===== src/sv/stt_pkg.sv =====
// ----------------------------------------------------------------------------
// stt_pkg
// Shared types and constants of the sensor thermostat: segment tables,
// scaling constants, register indexes and controller/datapath interface.
// ----------------------------------------------------------------------------
package stt_pkg;

    // segment table of the voltage to temperature map
    localparam int SEG_N  = 11;
    localparam int SEG_IW = 4;

    localparam logic [10:0] SEG_V1 [SEG_N] = '{
        11'd1299, 11'd1247, 11'd1141, 11'd1034, 11'd925, 11'd816,
        11'd704, 11'd591, 11'd476, 11'd361, 11'd243
    };
    localparam logic [10:0] SEG_V2 [SEG_N] = '{
        11'd1252, 11'd1146, 11'd1039, 11'd931, 11'd821, 11'd710,
        11'd596, 11'd482, 11'd367, 11'd249, 11'd183
    };
    localparam logic signed [8:0] SEG_T1 [SEG_N] = '{
        -9'sd50, -9'sd40, -9'sd20, 9'sd0, 9'sd20, 9'sd40,
        9'sd60, 9'sd80, 9'sd100, 9'sd120, 9'sd140
    };
    localparam logic signed [8:0] SEG_T2 [SEG_N] = '{
        -9'sd41, -9'sd21, -9'sd1, 9'sd19, 9'sd39, 9'sd59,
        9'sd79, 9'sd99, 9'sd119, 9'sd139, 9'sd150
    };

    // mv = floor(avg * 825 / 256)
    localparam logic [9:0]  MV_SCALE = 10'd825;
    localparam logic [11:0] MV_LO    = 12'd183;
    localparam logic [11:0] MV_HI    = 12'd1299;
    localparam logic [9:0]  RAW_OOR  = 10'd255;

    // configuration register indexes
    localparam logic [1:0] CFG_TEMP_OFFSET = 2'd0;
    localparam logic [1:0] CFG_UPPER_LIMIT = 2'd1;
    localparam logic [1:0] CFG_LOWER_LIMIT = 2'd2;

    localparam logic signed [7:0] RST_TEMP_OFFSET = 8'sd0;
    localparam logic signed [8:0] RST_UPPER_LIMIT = 9'sd35;
    localparam logic signed [8:0] RST_LOWER_LIMIT = 9'sd30;

    // controller to datapath commands
    typedef struct packed {
        logic acc;        // add accepted word to running sum
        logic avg;        // average the finished sum and clear it
        logic mul;        // scale average to millivolts
        logic seg;        // pick segment, register its coefficients
        logic num;        // form interpolation numerator
        logic div_start;  // launch the interpolation divider
        logic fin;        // offset, thermostat, load output word
    } t_cmd;

    // datapath to controller status
    typedef struct packed {
        logic last;       // next accepted word completes a reading
        logic div_done;   // divider finishes at this edge
        logic out_free;   // output register can take a word
    } t_sts;

endpackage


===== src/sv/stt_div.sv =====
// ----------------------------------------------------------------------------
// stt_div
// Unsigned restoring divider, one quotient bit per cycle.
// ----------------------------------------------------------------------------
module stt_div #(
    parameter int DW = 16,
    parameter int VW = 7
) (
    input  logic          i_clk,
    input  logic          i_rst_n,
    input  logic          i_start,
    input  logic [DW-1:0] i_dividend,
    input  logic [VW-1:0] i_divisor,
    output logic          o_done,
    output logic [DW-1:0] o_quotient
);

    localparam int CW = $clog2(DW + 1);

    logic [CW-1:0] r_cnt;
    logic [DW-1:0] r_dvd;
    logic [DW-1:0] r_quo;
    logic [VW-1:0] r_rem;
    logic [VW-1:0] r_dvs;

    logic [VW:0] rem_sh;
    logic        take;

    assign rem_sh = {r_rem, r_dvd[DW-1]};
    assign take   = rem_sh >= {1'b0, r_dvs};

    always_ff @(posedge i_clk) begin
        if (!i_rst_n) begin
            r_cnt <= '0;
        end else if (i_start) begin
            r_cnt <= CW'(DW);
        end else if (r_cnt != '0) begin
            r_cnt <= r_cnt - 1'b1;
        end
    end

    always_ff @(posedge i_clk) begin
        if (i_start) begin
            r_dvd <= i_dividend;
            r_dvs <= i_divisor;
            r_rem <= '0;
            r_quo <= '0;
        end else if (r_cnt != '0) begin
            r_dvd <= {r_dvd[DW-2:0], 1'b0};
            r_quo <= {r_quo[DW-2:0], take};
            if (take) begin
                r_rem <= VW'(rem_sh - {1'b0, r_dvs});
            end else begin
                r_rem <= rem_sh[VW-1:0];
            end
        end
    end

    assign o_done     = (r_cnt == CW'(1));
    assign o_quotient = r_quo;

endmodule


===== src/sv/stt_datapath.sv =====
// ----------------------------------------------------------------------------
// stt_datapath
// Sample accumulator, millivolt scaling, segment lookup, interpolation,
// offset, hysteresis relay, configuration and output registers.
// ----------------------------------------------------------------------------
module stt_datapath #(
    parameter int SAMPLES_PER_READING = 16
) (
    input  logic               i_clk,
    input  logic               i_rst_n,
    input  stt_pkg::t_cmd      i_cmd,
    output stt_pkg::t_sts      o_sts,
    input  logic [9:0]         i_adc_sample,
    input  logic               i_cfg_we,
    input  logic [1:0]         i_cfg_index,
    input  logic [8:0]         i_cfg_data,
    output logic               o_valid,
    input  logic               i_ready,
    output logic signed [9:0]  o_temperature,
    output logic               o_out_of_range,
    output logic               o_relay_on
);

    localparam int SW = $clog2(SAMPLES_PER_READING * 1023 + 1);
    localparam int CW = (SAMPLES_PER_READING > 1) ? $clog2(SAMPLES_PER_READING) : 1;
    localparam logic [CW-1:0] CNT_LAST = CW'(SAMPLES_PER_READING - 1);
    // numerator magnitude stays below 2^14, segment widths below 128
    localparam int DW = 16;
    localparam int VW = 7;

    // sum / samples as (sum * ceil(2^k / samples)) >> k, exact for any sum below 2^SW
    localparam int AVG_SH = SW + $clog2(SAMPLES_PER_READING);
    localparam int RW     = SW + 1;
    localparam int PW     = SW + RW;
    localparam logic [RW-1:0] AVG_RECIP =
        RW'(((1 << AVG_SH) + SAMPLES_PER_READING - 1) / SAMPLES_PER_READING);

    // configuration
    logic signed [7:0] r_offset;
    logic signed [8:0] r_upper;
    logic signed [8:0] r_lower;

    always_ff @(posedge i_clk) begin
        if (!i_rst_n) begin
            r_offset <= stt_pkg::RST_TEMP_OFFSET;
            r_upper  <= stt_pkg::RST_UPPER_LIMIT;
            r_lower  <= stt_pkg::RST_LOWER_LIMIT;
        end else if (i_cfg_we) begin
            case (i_cfg_index)
                stt_pkg::CFG_TEMP_OFFSET: r_offset <= i_cfg_data[7:0];
                stt_pkg::CFG_UPPER_LIMIT: r_upper  <= i_cfg_data;
                stt_pkg::CFG_LOWER_LIMIT: r_lower  <= i_cfg_data;
                default: ;
            endcase
        end
    end

    // accumulator
    logic [SW-1:0] r_sum;
    logic [CW-1:0] r_cnt;

    always_ff @(posedge i_clk) begin
        if (!i_rst_n) begin
            r_sum <= '0;
            r_cnt <= '0;
        end else if (i_cmd.avg) begin
            // sum is averaged this cycle
            r_sum <= '0;
            r_cnt <= '0;
        end else if (i_cmd.acc) begin
            r_sum <= r_sum + SW'(i_adc_sample);
            r_cnt <= r_cnt + 1'b1;
        end
    end

    // average
    logic [9:0]    r_avg;
    logic [PW-1:0] avg_prod;

    assign avg_prod = PW'(r_sum) * PW'(AVG_RECIP);

    always_ff @(posedge i_clk) begin
        if (i_cmd.avg) begin
            r_avg <= avg_prod[AVG_SH +: 10];
        end
    end

    // interpolation divider
    logic [19:0]    r_num;
    logic [19:0]    mag;
    logic [6:0]     r_d;
    logic [DW-1:0]  div_dvd;
    logic [VW-1:0]  div_dvs;
    logic           div_done;
    logic [DW-1:0]  div_quo;

    assign mag     = r_num[19] ? (~r_num + 20'd1) : r_num;
    assign div_dvd = DW'(mag);
    assign div_dvs = VW'(r_d);

    stt_div #(
        .DW (DW),
        .VW (VW)
    ) u_div (
        .i_clk      (i_clk),
        .i_rst_n    (i_rst_n),
        .i_start    (i_cmd.div_start),
        .i_dividend (div_dvd),
        .i_divisor  (div_dvs),
        .o_done     (div_done),
        .o_quotient (div_quo)
    );

    // millivolt scaling
    logic [11:0] r_mv;
    logic [19:0] prod;

    assign prod = 20'(r_avg) * 20'(stt_pkg::MV_SCALE);

    always_ff @(posedge i_clk) begin
        if (i_cmd.mul) begin
            r_mv <= prod[19:8];
        end
    end

    // segment pick: first segment whose successor starts below mv
    logic [stt_pkg::SEG_IW-1:0] seg;

    always_comb begin
        seg = stt_pkg::SEG_IW'(stt_pkg::SEG_N - 1);
        for (int i = stt_pkg::SEG_N - 2; i >= 0; i--) begin
            if ({1'b0, r_mv} > {2'b00, stt_pkg::SEG_V1[i+1]}) begin
                seg = stt_pkg::SEG_IW'(i);
            end
        end
    end

    logic signed [12:0] r_a;
    logic signed [8:0]  r_t1;
    logic [4:0]         r_dt;
    logic               r_oor;
    logic [10:0]        v1_s;
    logic [10:0]        v2_s;
    logic signed [8:0]  t1_s;
    logic signed [8:0]  t2_s;
    logic [10:0]        dv;
    logic signed [8:0]  dt;

    assign v1_s = stt_pkg::SEG_V1[seg];
    assign v2_s = stt_pkg::SEG_V2[seg];
    assign t1_s = stt_pkg::SEG_T1[seg];
    assign t2_s = stt_pkg::SEG_T2[seg];
    assign dv   = v1_s - v2_s;
    assign dt   = t2_s - t1_s;

    always_ff @(posedge i_clk) begin
        if (i_cmd.seg) begin
            r_a   <= $signed({2'b00, v1_s}) - $signed({1'b0, r_mv});
            r_d   <= dv[6:0];
            r_t1  <= t1_s;
            r_dt  <= dt[4:0];
            r_oor <= (r_mv < stt_pkg::MV_LO) || (r_mv > stt_pkg::MV_HI);
        end
    end

    // numerator t1*d + a*dt, divided as a magnitude by d
    logic signed [16:0] p_td;
    logic signed [18:0] p_ad;

    assign p_td = r_t1 * $signed({1'b0, r_d});
    assign p_ad = r_a * $signed({1'b0, r_dt});

    always_ff @(posedge i_clk) begin
        if (i_cmd.num) begin
            r_num <= {{3{p_td[16]}}, p_td} + {p_ad[18], p_ad};
        end
    end

    // result, offset and thermostat
    logic [9:0]        qs;
    logic [9:0]        raw;
    logic signed [9:0] temp;
    logic              r_valid;
    logic              r_relay;

    assign qs   = {1'b0, div_quo[8:0]};
    assign raw  = r_oor ? stt_pkg::RAW_OOR : (r_num[19] ? (~qs + 10'd1) : qs);
    assign temp = $signed(raw) + $signed({{2{r_offset[7]}}, r_offset});

    always_ff @(posedge i_clk) begin
        if (!i_rst_n) begin
            r_valid <= 1'b0;
            r_relay <= 1'b0;
        end else if (i_cmd.fin) begin
            r_valid <= 1'b1;
            if (temp >= $signed({r_upper[8], r_upper})) begin
                r_relay <= 1'b1;
            end else if (temp <= $signed({r_lower[8], r_lower})) begin
                r_relay <= 1'b0;
            end
        end else if (i_ready) begin
            r_valid <= 1'b0;
        end
    end

    always_ff @(posedge i_clk) begin
        if (i_cmd.fin) begin
            o_temperature  <= temp;
            o_out_of_range <= r_oor;
        end
    end

    assign o_valid    = r_valid;
    assign o_relay_on = r_relay;

    assign o_sts.last     = (r_cnt == CNT_LAST);
    assign o_sts.div_done = div_done;
    assign o_sts.out_free = !r_valid || i_ready;

endmodule


===== src/sv/stt_ctrl.sv =====
// ----------------------------------------------------------------------------
// stt_ctrl
// Sequencer: accepts samples and steps the datapath through one
// conversion when a reading is complete.
// ----------------------------------------------------------------------------
module stt_ctrl (
    input  logic          i_clk,
    input  logic          i_rst_n,
    input  logic          i_valid,
    output logic          o_ready,
    input  stt_pkg::t_sts i_sts,
    output stt_pkg::t_cmd o_cmd
);

    typedef enum logic [7:0] {
        S_IDLE = 8'b00000001,
        S_AVG  = 8'b00000010,
        S_MUL  = 8'b00000100,
        S_SEG  = 8'b00001000,
        S_NUM  = 8'b00010000,
        S_DVS  = 8'b00100000,
        S_DVW  = 8'b01000000,
        S_FIN  = 8'b10000000
    } t_state;

    t_state r_state;
    t_state n_state;

    always_ff @(posedge i_clk) begin
        if (!i_rst_n) begin
            r_state <= S_IDLE;
        end else begin
            r_state <= n_state;
        end
    end

    always_comb begin
        n_state = r_state;
        o_cmd   = '0;
        o_ready = 1'b0;
        case (r_state)
            S_IDLE: begin
                o_ready   = 1'b1;
                o_cmd.acc = i_valid;
                if (i_valid && i_sts.last) begin
                    n_state = S_AVG;
                end
            end
            S_AVG: begin
                o_cmd.avg = 1'b1;
                n_state   = S_MUL;
            end
            S_MUL: begin
                o_cmd.mul = 1'b1;
                n_state   = S_SEG;
            end
            S_SEG: begin
                o_cmd.seg = 1'b1;
                n_state   = S_NUM;
            end
            S_NUM: begin
                o_cmd.num = 1'b1;
                n_state   = S_DVS;
            end
            S_DVS: begin
                o_cmd.div_start = 1'b1;
                n_state         = S_DVW;
            end
            S_DVW: begin
                if (i_sts.div_done) begin
                    n_state = S_FIN;
                end
            end
            S_FIN: begin
                // wait until the output register can take the word
                if (i_sts.out_free) begin
                    o_cmd.fin = 1'b1;
                    n_state   = S_IDLE;
                end
            end
            default: begin
                n_state = S_IDLE;
            end
        endcase
    end

endmodule


===== src/sv/sensor_temp_thermostat_top.sv =====
// ----------------------------------------------------------------------------
// sensor_temp_thermostat_top
// Averaging temperature sensor front end with piecewise linear
// interpolation, calibration offset and hysteresis relay control.
// ----------------------------------------------------------------------------
// Input channel (i_valid/o_ready) takes one 10-bit converter sample a word.
// A sample that does not complete a reading is taken without stalling the
// channel and gives no output. The SAMPLES_PER_READING-th sample starts a
// conversion: average by reciprocal multiplication, scale to millivolts,
// pick the table segment, form the interpolation numerator and divide it
// by the segment width on a bit-serial shift-subtract divider. The o_ready
// output is low from the edge that takes the last sample until the edge
// that loads the word into the output register and raises o_valid.
// Output channel (o_valid/i_ready) carries temperature, out of range flag
// and relay drive from an output register; samples are accepted while a
// word waits there. If the receiver stalls, the finished conversion waits
// until the register frees up, then the block goes back to taking samples.
// Configuration writes (index 0 offset, 1 upper, 2 lower limit) are always
// taken. Reset clears sum, count and relay and loads default limits.
// ----------------------------------------------------------------------------
module sensor_temp_thermostat_top #(
    parameter int SAMPLES_PER_READING = 16
) (
    input  logic              i_clk,
    input  logic              i_rst_n,
    input  logic              i_valid,
    output logic              o_ready,
    input  logic [9:0]        i_adc_sample,
    output logic              o_valid,
    input  logic              i_ready,
    output logic signed [9:0] o_temperature,
    output logic              o_out_of_range,
    output logic              o_relay_on,
    input  logic              i_cfg_valid,
    output logic              o_cfg_ready,
    input  logic [1:0]        i_cfg_index,
    input  logic [8:0]        i_cfg_data
);

    stt_pkg::t_cmd cmd;
    stt_pkg::t_sts sts;

    assign o_cfg_ready = 1'b1;

    stt_ctrl u_ctrl (
        .i_clk   (i_clk),
        .i_rst_n (i_rst_n),
        .i_valid (i_valid),
        .o_ready (o_ready),
        .i_sts   (sts),
        .o_cmd   (cmd)
    );

    stt_datapath #(
        .SAMPLES_PER_READING (SAMPLES_PER_READING)
    ) u_datapath (
        .i_clk          (i_clk),
        .i_rst_n        (i_rst_n),
        .i_cmd          (cmd),
        .o_sts          (sts),
        .i_adc_sample   (i_adc_sample),
        .i_cfg_we       (i_cfg_valid),
        .i_cfg_index    (i_cfg_index),
        .i_cfg_data     (i_cfg_data),
        .o_valid        (o_valid),
        .i_ready        (i_ready),
        .o_temperature  (o_temperature),
        .o_out_of_range (o_out_of_range),
        .o_relay_on     (o_relay_on)
    );

endmodule


===== config.mk =====
export PLATFORM = sky130hd
export DESIGN_NAME = sensor_temp_thermostat_top
export DESIGN_NICKNAME = d
export VERILOG_FILES = /design/src/sv/stt_pkg.sv /design/src/sv/stt_div.sv /design/src/sv/stt_datapath.sv /design/src/sv/stt_ctrl.sv /design/src/sv/sensor_temp_thermostat_top.sv
export SDC_FILE = /design/constraint.sdc
export NUM_CORES = 1
export LEC_CHECK = 0
export BUFFER_PORTS_ARGS = -buffer_cell sky130_fd_sc_hd__buf_4
export CAP_MARGIN = 5
export CORE_MARGIN = 2
export CORE_UTILIZATION = 59
export CTS_CLUSTER_DIAMETER = 200
export DETAILED_ROUTE_END_ITERATION = 6
export GPL_TIMING_DRIVEN = 0
export PLACE_DENSITY = 0.79
export SLEW_MARGIN = 20
export SYNTH_ARGS = -nofsm -noshare
export SYNTH_HDL_FRONTEND = slang
export SYNTH_SLANG_ARGS = --single-unit

===== constraint.sdc =====
create_clock -name i_clk -period 5.7 [get_ports i_clk]
set_input_delay 1.14 -clock i_clk [delete_from_list [all_inputs] [get_ports i_clk]]
set_output_delay 1.14 -clock i_clk [all_outputs]
set_load 0.01 [all_outputs]

==> results of run 1 <==
==> worst max-delay path by stage <==
stage / endpoint / slack, ns / cells after the start
2_1_floorplan: u_datapath.r_num[14]$_DFFE_PP_ / 0.23 / 20
4_1_cts: u_datapath.r_num[19]$_DFFE_PP_ / 0.007 / 20
6_report: u_datapath.r_num[19]$_DFFE_PP_ / -0.06 / 19
3_3_place_gp: u_datapath.r_num[19]$_DFFE_PP_ / -0.61 / 19
5_1_grt: u_datapath.r_num[19]$_DFFE_PP_ / -0.25 / 20
3_5_place_dp: u_datapath.r_num[19]$_DFFE_PP_ / -0.70 / 19
==> per-stage QoR <==
step | power, mW | util | std cells | setup WS (ns) | instance area (um^2)
3_5_place_dp | 2.899 | 0.6294 | 2061 | -0.6950 | 17010
4_1_cts | 4.143 | 0.6630 | 2110 | 0.007382 | 17920
5_1_grt | 4.402 | 0.6683 | 2116 | -0.2539 | 18060
3_3_place_gp | 2.833 | 0.6294 | 2061 | -0.6124 | 17010
6_report | 4.151 | 0.6683 | 2116 | -0.06433 | 18060
2_1_floorplan | 2.600 | - | 1682 | 0.2261 | 16300
==> timing repair <==
| action | 4_1_cts | 5_1_grt |
|---|---|---|
| gates cloned | 0 | 1 |
| gates resized for setup | 30 | 26 |
| setup buffers | 17 | 5 |
| setup endpoints to repair | 4 | 5 |
| pin swaps | 27 | 34 |
==> cell families (layout without fill, tap and decap cells) <==
family,after synthesis,in the layout,share of synthesized area
mux,16,16,0.009832
buf+inv,314,407,0.07382
simple gates,441,441,0.1369
fa+ha+maj,345,345,0.3291
flops,181,181,0.2876
compound gates,290,290,0.1139
other cells,2,5,0.0004611
xor+xnor,90,90,0.04839
==> metal layers <==
layer | up-vias | global-route usage | share of wire
li1 | 5776 | - | -
met1 | 5717 | 0.3114 | 0.44
met2 | 201 | 0.4450 | 0.51
met3 | 51 | 0.03047 | 0.028
met4 | 0 | 0.07544 | 0.023
met5 | - | 0 | 0
==> layout make-up <==
| class | instances | area, um^2 |
|---|---|---|
| Timing Repair Buffer | 61 | 466.7 |
| Fill cell | 2109 | 8965 |
| Multi-Input combinational cell | 1187 | 10650 |
| Clock inverter | 14 | 175.2 |
| Sequential cell | 181 | 4684 |
| Buffer | 35 | 161.4 |
| Tap cell | 341 | 426.7 |
| Clock buffer | 18 | 450.4 |
| Inverter | 279 | 1047 |
==> state kept, by name (all words and copies together), names as in the netlist, 4 cells and up <==
signal	flops
u_datapath.div_dvs	7
u_datapath.u_div.r_cnt	5
u_datapath.u_div.r_rem	7
u_datapath.r_dt	4
u_datapath.r_t1	8
u_datapath.r_sum	14
u_datapath.u_div.r_dvd	16
u_datapath.o_temperature	10
u_datapath.r_mv	12
u_datapath.u_div.r_dvs	7
u_datapath.r_a	13
u_datapath.r_cnt	4
u_datapath.r_num	17
u_datapath.u_div.o_quotient	9
u_datapath.r_lower	9
u_ctrl.r_state	8
u_datapath.r_avg	10
u_datapath.r_upper	9
u_datapath.r_offset	8
==> placed cells by master (no fill, tap or decap), drive strengths merged, types with 40 or more instances in the layout <==
master  netlist  final
inv         279    288
nand2       152    152
a21oi        90     90
buf          11     74
ha          206    206
and2         87     87
dfxtp        75     75
clkbuf       24     40
edfxtp      106    106
fa          139    139
nor2         64     64
o21ai        69     69
xnor2        53     53
==> power by group through the flow <==
| stage | clock network, mW | logic [mW] | registers (mW) |
|---|---|---|---|
| 6_report | 1.23 | 1.21 | 1.71 |
| 5_1_grt | 1.30 | 1.38 | 1.73 |
| 4_1_cts | 1.25 | 1.19 | 1.71 |
| 3_5_place_dp | 0 | 1.16 | 1.74 |
| 3_3_place_gp | 0 | 1.11 | 1.73 |
| 2_1_floorplan | 0 | 0.903 | 1.70 |
==> impl_metrics.yaml, run 1 <==
outcome:
  status: "finished, violations left"
  violations: "setup timing"
synth:
  synth_enable_flop_cells: 106
  syn_inst: 1679
  synth_common_cells: "279 x inv_1, 206 x ha_1, 151 x nand2_1"
  synth_top_cell_area_share: 0.1954
  ys.flop_type: "edfxtp_1"
  yosysWarnings: 0
  ys_ff_latch: 181
  synth_area_leaders: "edfxtp_1 20%, fa_1 17%, ha_1 16%"
  yosysMostFrequentCell: "inv_1"
  yosysUniqueCellTypes: 79
  synthesis.area_um2: 16290
  seq_area_frac_synth: 0.2876
  synthArstFlopShare: 0
  synth.avg_cell_area_um2: 9.701
  yosysTopAreaCell: "edfxtp_1"
cts:
  clock_latency_ns: 0.44
  cts_max_level: 4
  clock-sinks: 181
  clockBufferDepth: 2
  cts_tree: "built"
  clk_root_buffer_cell: "clkbuf_16"
  holdBufCountCts: 0
  cts_made_buffers: 17
  cts.clk_slew.worst_paths_ns: 0.08
min_path:
  min_from: "u_datapath.r_sum[13]$_SDFFE_PP0P_"
  min_path_type: "reg -> reg"
  whs_endpoint: "u_datapath.r_avg[9]$_DFFE_PP_"
  holdPathStages: 0
route:
  routedWlPerCell_um: 16.20
  drt_wl_total_mm: 34.27
  drc: 0
  drt.antenna.violating_nets: 0
  drt_iter0_drc: 680
  drtPass1Iterations: 5
  vias_per_cell: 5.551
  num_vias: 11750
global_route:
  overflow: 0
  track_usage: 0.2474
  grt_max_degree: 34
  grt_pass1_vias: 12280
  grt_first_pass_wirelength_mm: 57.66
  antenna_found_initial: 0
floorplanning:
  dieArea_um2: 28950
  row_count: 60
  io_pins: 41
  die_w_um: 170.2
  initial_core_util: 0.6027
  core_region_area_um2: 27030
  die_y_um: 170.2
worst_setup_path:
  critPathKind: "reg -> reg"
  cp_max_fo: 5
  cp_slowest_cell: "fa_1"
  cp-end-kind: "flip-flop"
  critPathLaunch: "u_datapath.div_dvs[2]$_DFFE_PP_"
  required_ns: 5.95
  cpMostUsedCell: "fa_1"
  startpoint_type: "flip-flop"
  r2r_slack_ns: -0.06
  rr_worst_depth: 19
  crit_chain: "buf_6 > nand2_1 > fa_1 > inv_1 > fa_1 > ha_1 > inv_1 > fa_1 > fa_1 > inv_1 > fa_1 > ha_4 > o21ai_1 > o21bai_2 > o41ai_2 > nand3b_1 > a21oi_2 > o21ai_2 > xnor2_2"
  r2r-start: "u_datapath.div_dvs[2]$_DFFE_PP_"
  r2r_end: "u_datapath.r_num[19]$_DFFE_PP_"
  path_delay_family: "adder cells"
  crit_arrival_ns: 6.01
  critPathBufInv: 4
  max_stage_delay_ns: 0.59
placement:
  dp_hpwl_mm: 26.54
  gp_congestion: 0.9198
  io_buffers: 38
sta:
  fin_ws_ns: -0.06433
  rsz0062_at_grt: "true"
  fmax_ghz: 0.1735
  hold_ws_ns: 0.4458
  setup_viol: 1
  final_max_slew_viol_count: 0
  period_needed_ns: 5.764
  hold_viol: 0
  fin_setup_tns_ns: -0.06433
  min_period_over_period: 1.011
  relSlewSlack: 0.2981
  worstMarginPinSlew_ns: 1.049
  skew_ns: 0.01672
power_and_ir_drop:
  p_clk_frac: 0.297
  vdd_drop_max_v: 0.0002408
  swShare: 0.3415
  p_comb_frac: 0.291
  p_leak_nw: 8.338
  p_sw_mw: 1.418
  p_per_area_nw_per_um2: 229.8
  seq_power_share: 0.412
  power.internal_mw: 2.733
layout:
  nNetsFinal: 2133
  num_antenna_cells: 0
  syn2layout_area_growth_pct: 10.89
  drive_gt1_frac: 0.09239
run:
  drv_cap: 0
Power figures use the tool's default switching activity.
==> run 2, diff against run 1 <==
- ABC_AREA: unset -> 1
- GPL_TIMING_DRIVEN: 0 -> unset
- PLACE_DENSITY: 0.79 -> unset
- PLACE_DENSITY_LB_ADDON: unset -> 0.15
==> run 2 against run 1 <==
Non-clock buffer count decreased by 18. Total power decreased by 4.9%. Clock-buffer cell count decreased by 1. The run still ends with setup timing left. Final area increased by 1.4%. Worst setup slack improved by 0.051 ns. Area after synthesis increased by 1.9%. Via count increased by 7.0%. Combinational power decreased by 9%. Sequential share of layout area decreased by 0.35 points. Register-to-register slack improved by 0.05 ns. Maximum frequency increased by 0.90%. Synthesized cell count increased by 15%.
==> impl_metrics.yaml, run 2 <==
outcome:
  status: "finished, violations left"
  violations: "setup timing"
route:
  drtPass1Iterations: 6
  vias_per_cell: 5.235
  num_vias: 12560
  routedWlPerCell_um: 14.57
  drt_iter0_drc: 845
  drt_wl_total_mm: 34.97
  drt.antenna.violating_nets: 0
  drc: 0
synth:
  synth_common_cells: "479 x inv_1, 282 x nand2_1, 206 x ha_1"
  ys.flop_type: "edfxtp_1"
  yosysTopAreaCell: "edfxtp_1"
  synth_top_cell_area_share: 0.1918
  synth.avg_cell_area_um2: 8.573
  synthesis.area_um2: 16600
  syn_inst: 1936
  synth_area_leaders: "edfxtp_1 19%, fa_1 17%, ha_1 16%"
  synth_enable_flop_cells: 106
  seq_area_frac_synth: 0.2822
  yosysUniqueCellTypes: 54
  synthArstFlopShare: 0
  ys_ff_latch: 181
  yosysWarnings: 0
  yosysMostFrequentCell: "inv_1"
min_path:
  min_from: "u_datapath.r_sum[11]$_SDFFE_PP0P_"
  whs_endpoint: "u_datapath.r_avg[7]$_DFFE_PP_"
  min_path_type: "reg -> reg"
  holdPathStages: 0
layout:
  fill_cells: 2331
  most-common-layout-cells: "473 x inv_1, 277 x nand2_1, 201 x ha_1"
  largest_reg_flops: 17
  final_common_cell: "inv_1"
  nNetsFinal: 2380
  multiInputGateArea_um2: 10120
  seq_area_um2: 4684
  stdcell_count: 2400
  drive_gt1_frac: 0.08556
  top_regs: "u_datapath.r_num: 17 flops, u_datapath.u_div.r_dvd: 16 flops, u_datapath.r_sum: 14 flops"
  syn2layout_area_growth_pct: 10.31
  num_antenna_cells: 0
  largest_register: "u_datapath.r_num"
worst_setup_path:
  r2r_slack_ns: -0.01
  cp_max_fo: 4
  r2r-start: "u_datapath.r_t1[5]$_DFFE_PP_"
  critPathKind: "reg -> reg"
  startpoint_type: "flip-flop"
  r2r_end: "u_datapath.r_num[14]$_DFFE_PP_"
  rr_worst_depth: 22
  cp-end-kind: "flip-flop"
  crit_arrival_ns: 5.90
  required_ns: 5.89
sta:
  final_max_slew_viol_count: 0
  relSlewSlack: 0.3418
  min_period_over_period: 1.002
  worstMarginPinSlew_ns: 0.9850
  skew_ns: 0.01278
  fin_ws_ns: -0.01298
  period_needed_ns: 5.713
  hold_viol: 0
  fmax_ghz: 0.1750
  fin_setup_tns_ns: -0.01298
  setup_viol: 1
  hold_ws_ns: 0.4655
floorplanning:
  die_w_um: 171.7
  dieArea_um2: 29490
  core_region_area_um2: 27710
  die_y_um: 171.7
  row_count: 61
  initial_core_util: 0.5991
  io_pins: 41
placement:
  io_buffers: 39
  dpl.cell_count: 2348
  gp_congestion: 0.8855
  dp_hpwl_mm: 27.64
  place_ws_ns: -0.06554
cts:
  cts_tree: "built"
  clock_latency_ns: 0.44
  clock-sinks: 181
  cts.clk_slew.worst_paths_ns: 0.08
  cts_made_buffers: 17
  cts_max_level: 4
  clockBufferDepth: 2
  clk_root_buffer_cell: "clkbuf_16"
global_route:
  antenna_found_initial: 0
  grt_first_pass_wirelength_mm: 58.59
  track_usage: 0.2481
  grt_max_degree: 35
  grt_pass1_vias: 12650
  overflow: 0
power_and_ir_drop:
  vdd_drop_max_v: 0.0002774
  swShare: 0.3392
  p_comb_frac: 0.280
  p_leak_nw: 9.472
  total_power_mw: 3.945
  p_clk_frac: 0.296
  p_per_area_nw_per_um2: 215.5
  p_sw_mw: 1.338
  power.internal_mw: 2.607
  seq_power_share: 0.424
run:
  drv_cap: 0
## run 2: critical path: stages (launching register included)
cell      delay, ns
edfxtp_1       0.43
buf_4          0.15
nand2_1        0.07
fa_1           0.53
inv_1          0.05
fa_1           0.49
fa_1           0.51
inv_1          0.05
fa_1           0.47
fa_1           0.55
inv_1          0.05
fa_1           0.57
ha_4           0.23
a21oi_1        0.17
o21ai_0        0.12
a21oi_2        0.16
nor2_1         0.08
o21ai_0        0.20
nand2_1        0.10
a21oi_1        0.16
nor2_1         0.06
nor2_1         0.15
xor2_1         0.09
## run 2: routing by layer
| metal | up-vias | GRT usage | share of wire |
|---|---|---|---|
| met2 | 274 | 0.4269 | 0.48 |
| met4 | 0 | 0.06301 | 0.016 |
| li1 | 6280 | - | - |
| met3 | 45 | 0.03728 | 0.042 |
| met5 | - | 0 | 0 |
| met1 | 5964 | 0.3285 | 0.46 |
## run 2: cell type report
| type | count | share of cell area |
|---|---|---|
| Multi-Input combinational cell | 1241 | 0.5529 |
| Tap cell | 378 | 0.02583 |
| Clock inverter | 15 | 0.008952 |
| Timing Repair Buffer | 78 | 0.03239 |
| Sequential cell | 181 | 0.2559 |
| Inverter | 490 | 0.1009 |
| Clock buffer | 17 | 0.02324 |
## run 2: worst max-delay path by stage
stage | startpoint | slack [ns] | endpoint | cells past startpoint
2_1_floorplan | u_datapath.div_dvs[4]$_DFFE_PP_ | 0.20 | u_datapath.r_num[19]$_DFFE_PP_ | 22
3_3_place_gp | u_datapath.div_dvs[4]$_DFFE_PP_ | 0.13 | u_datapath.r_num[19]$_DFFE_PP_ | 21
3_5_place_dp | u_datapath.div_dvs[4]$_DFFE_PP_ | -0.07 | u_datapath.r_num[19]$_DFFE_PP_ | 21
4_1_cts | u_datapath.div_dvs[4]$_DFFE_PP_ | 0.01 | u_datapath.r_num[19]$_DFFE_PP_ | 21
5_1_grt | u_datapath.r_t1[5]$_DFFE_PP_ | -0.28 | u_datapath.r_num[14]$_DFFE_PP_ | 22
6_report | u_datapath.r_t1[5]$_DFFE_PP_ | -0.01 | u_datapath.r_num[14]$_DFFE_PP_ | 22
## run 2: through the flow
| stage | utilization | area (um^2) |
|---|---|---|
| 6_report | 0.6608 | 18310 |
| 2_1_floorplan | - | 16610 |
| 4_1_cts | 0.6514 | 18050 |
| 3_5_place_dp | 0.6286 | 17410 |
| 5_1_grt | 0.6608 | 18310 |
| 3_3_place_gp | 0.6286 | 17410 |
## run 2: power by group through the flow
stage                     Combinational (mW)  Sequential, mW  Clock (mW)
after floorplan                        0.851            1.67           0
after global placement                  1.05            1.70           0
after detailed placement                1.09            1.70           0
after CTS                               1.09            1.67        1.18
after global routing                    1.27            1.69        1.23
final                                   1.10            1.67        1.17
## run 2: kinds of logic after synthesis
kind of cell               share of synthesized area
AOI/OAI and AO/OA                            0.09740
xor gates and xnor gates                     0.04222
adders and majority gates                     0.3230
buffers and inverters                         0.1181
DFF                                           0.2822
other                                      0.0004525
and+or+nand+nor                               0.1367
## run 2: repair_timing
| action | in CTS | in global routing |
|---|---|---|
| pin swaps | 0 | 21 |
| buffers inserted | 5 | 15 |
| endpoints found under the hold margin | 0 | 0 |
| setup endpoints to repair | 1 | 4 |
| hold buffers | 0 | 0 |
| gates resized for setup | 1 | 36 |
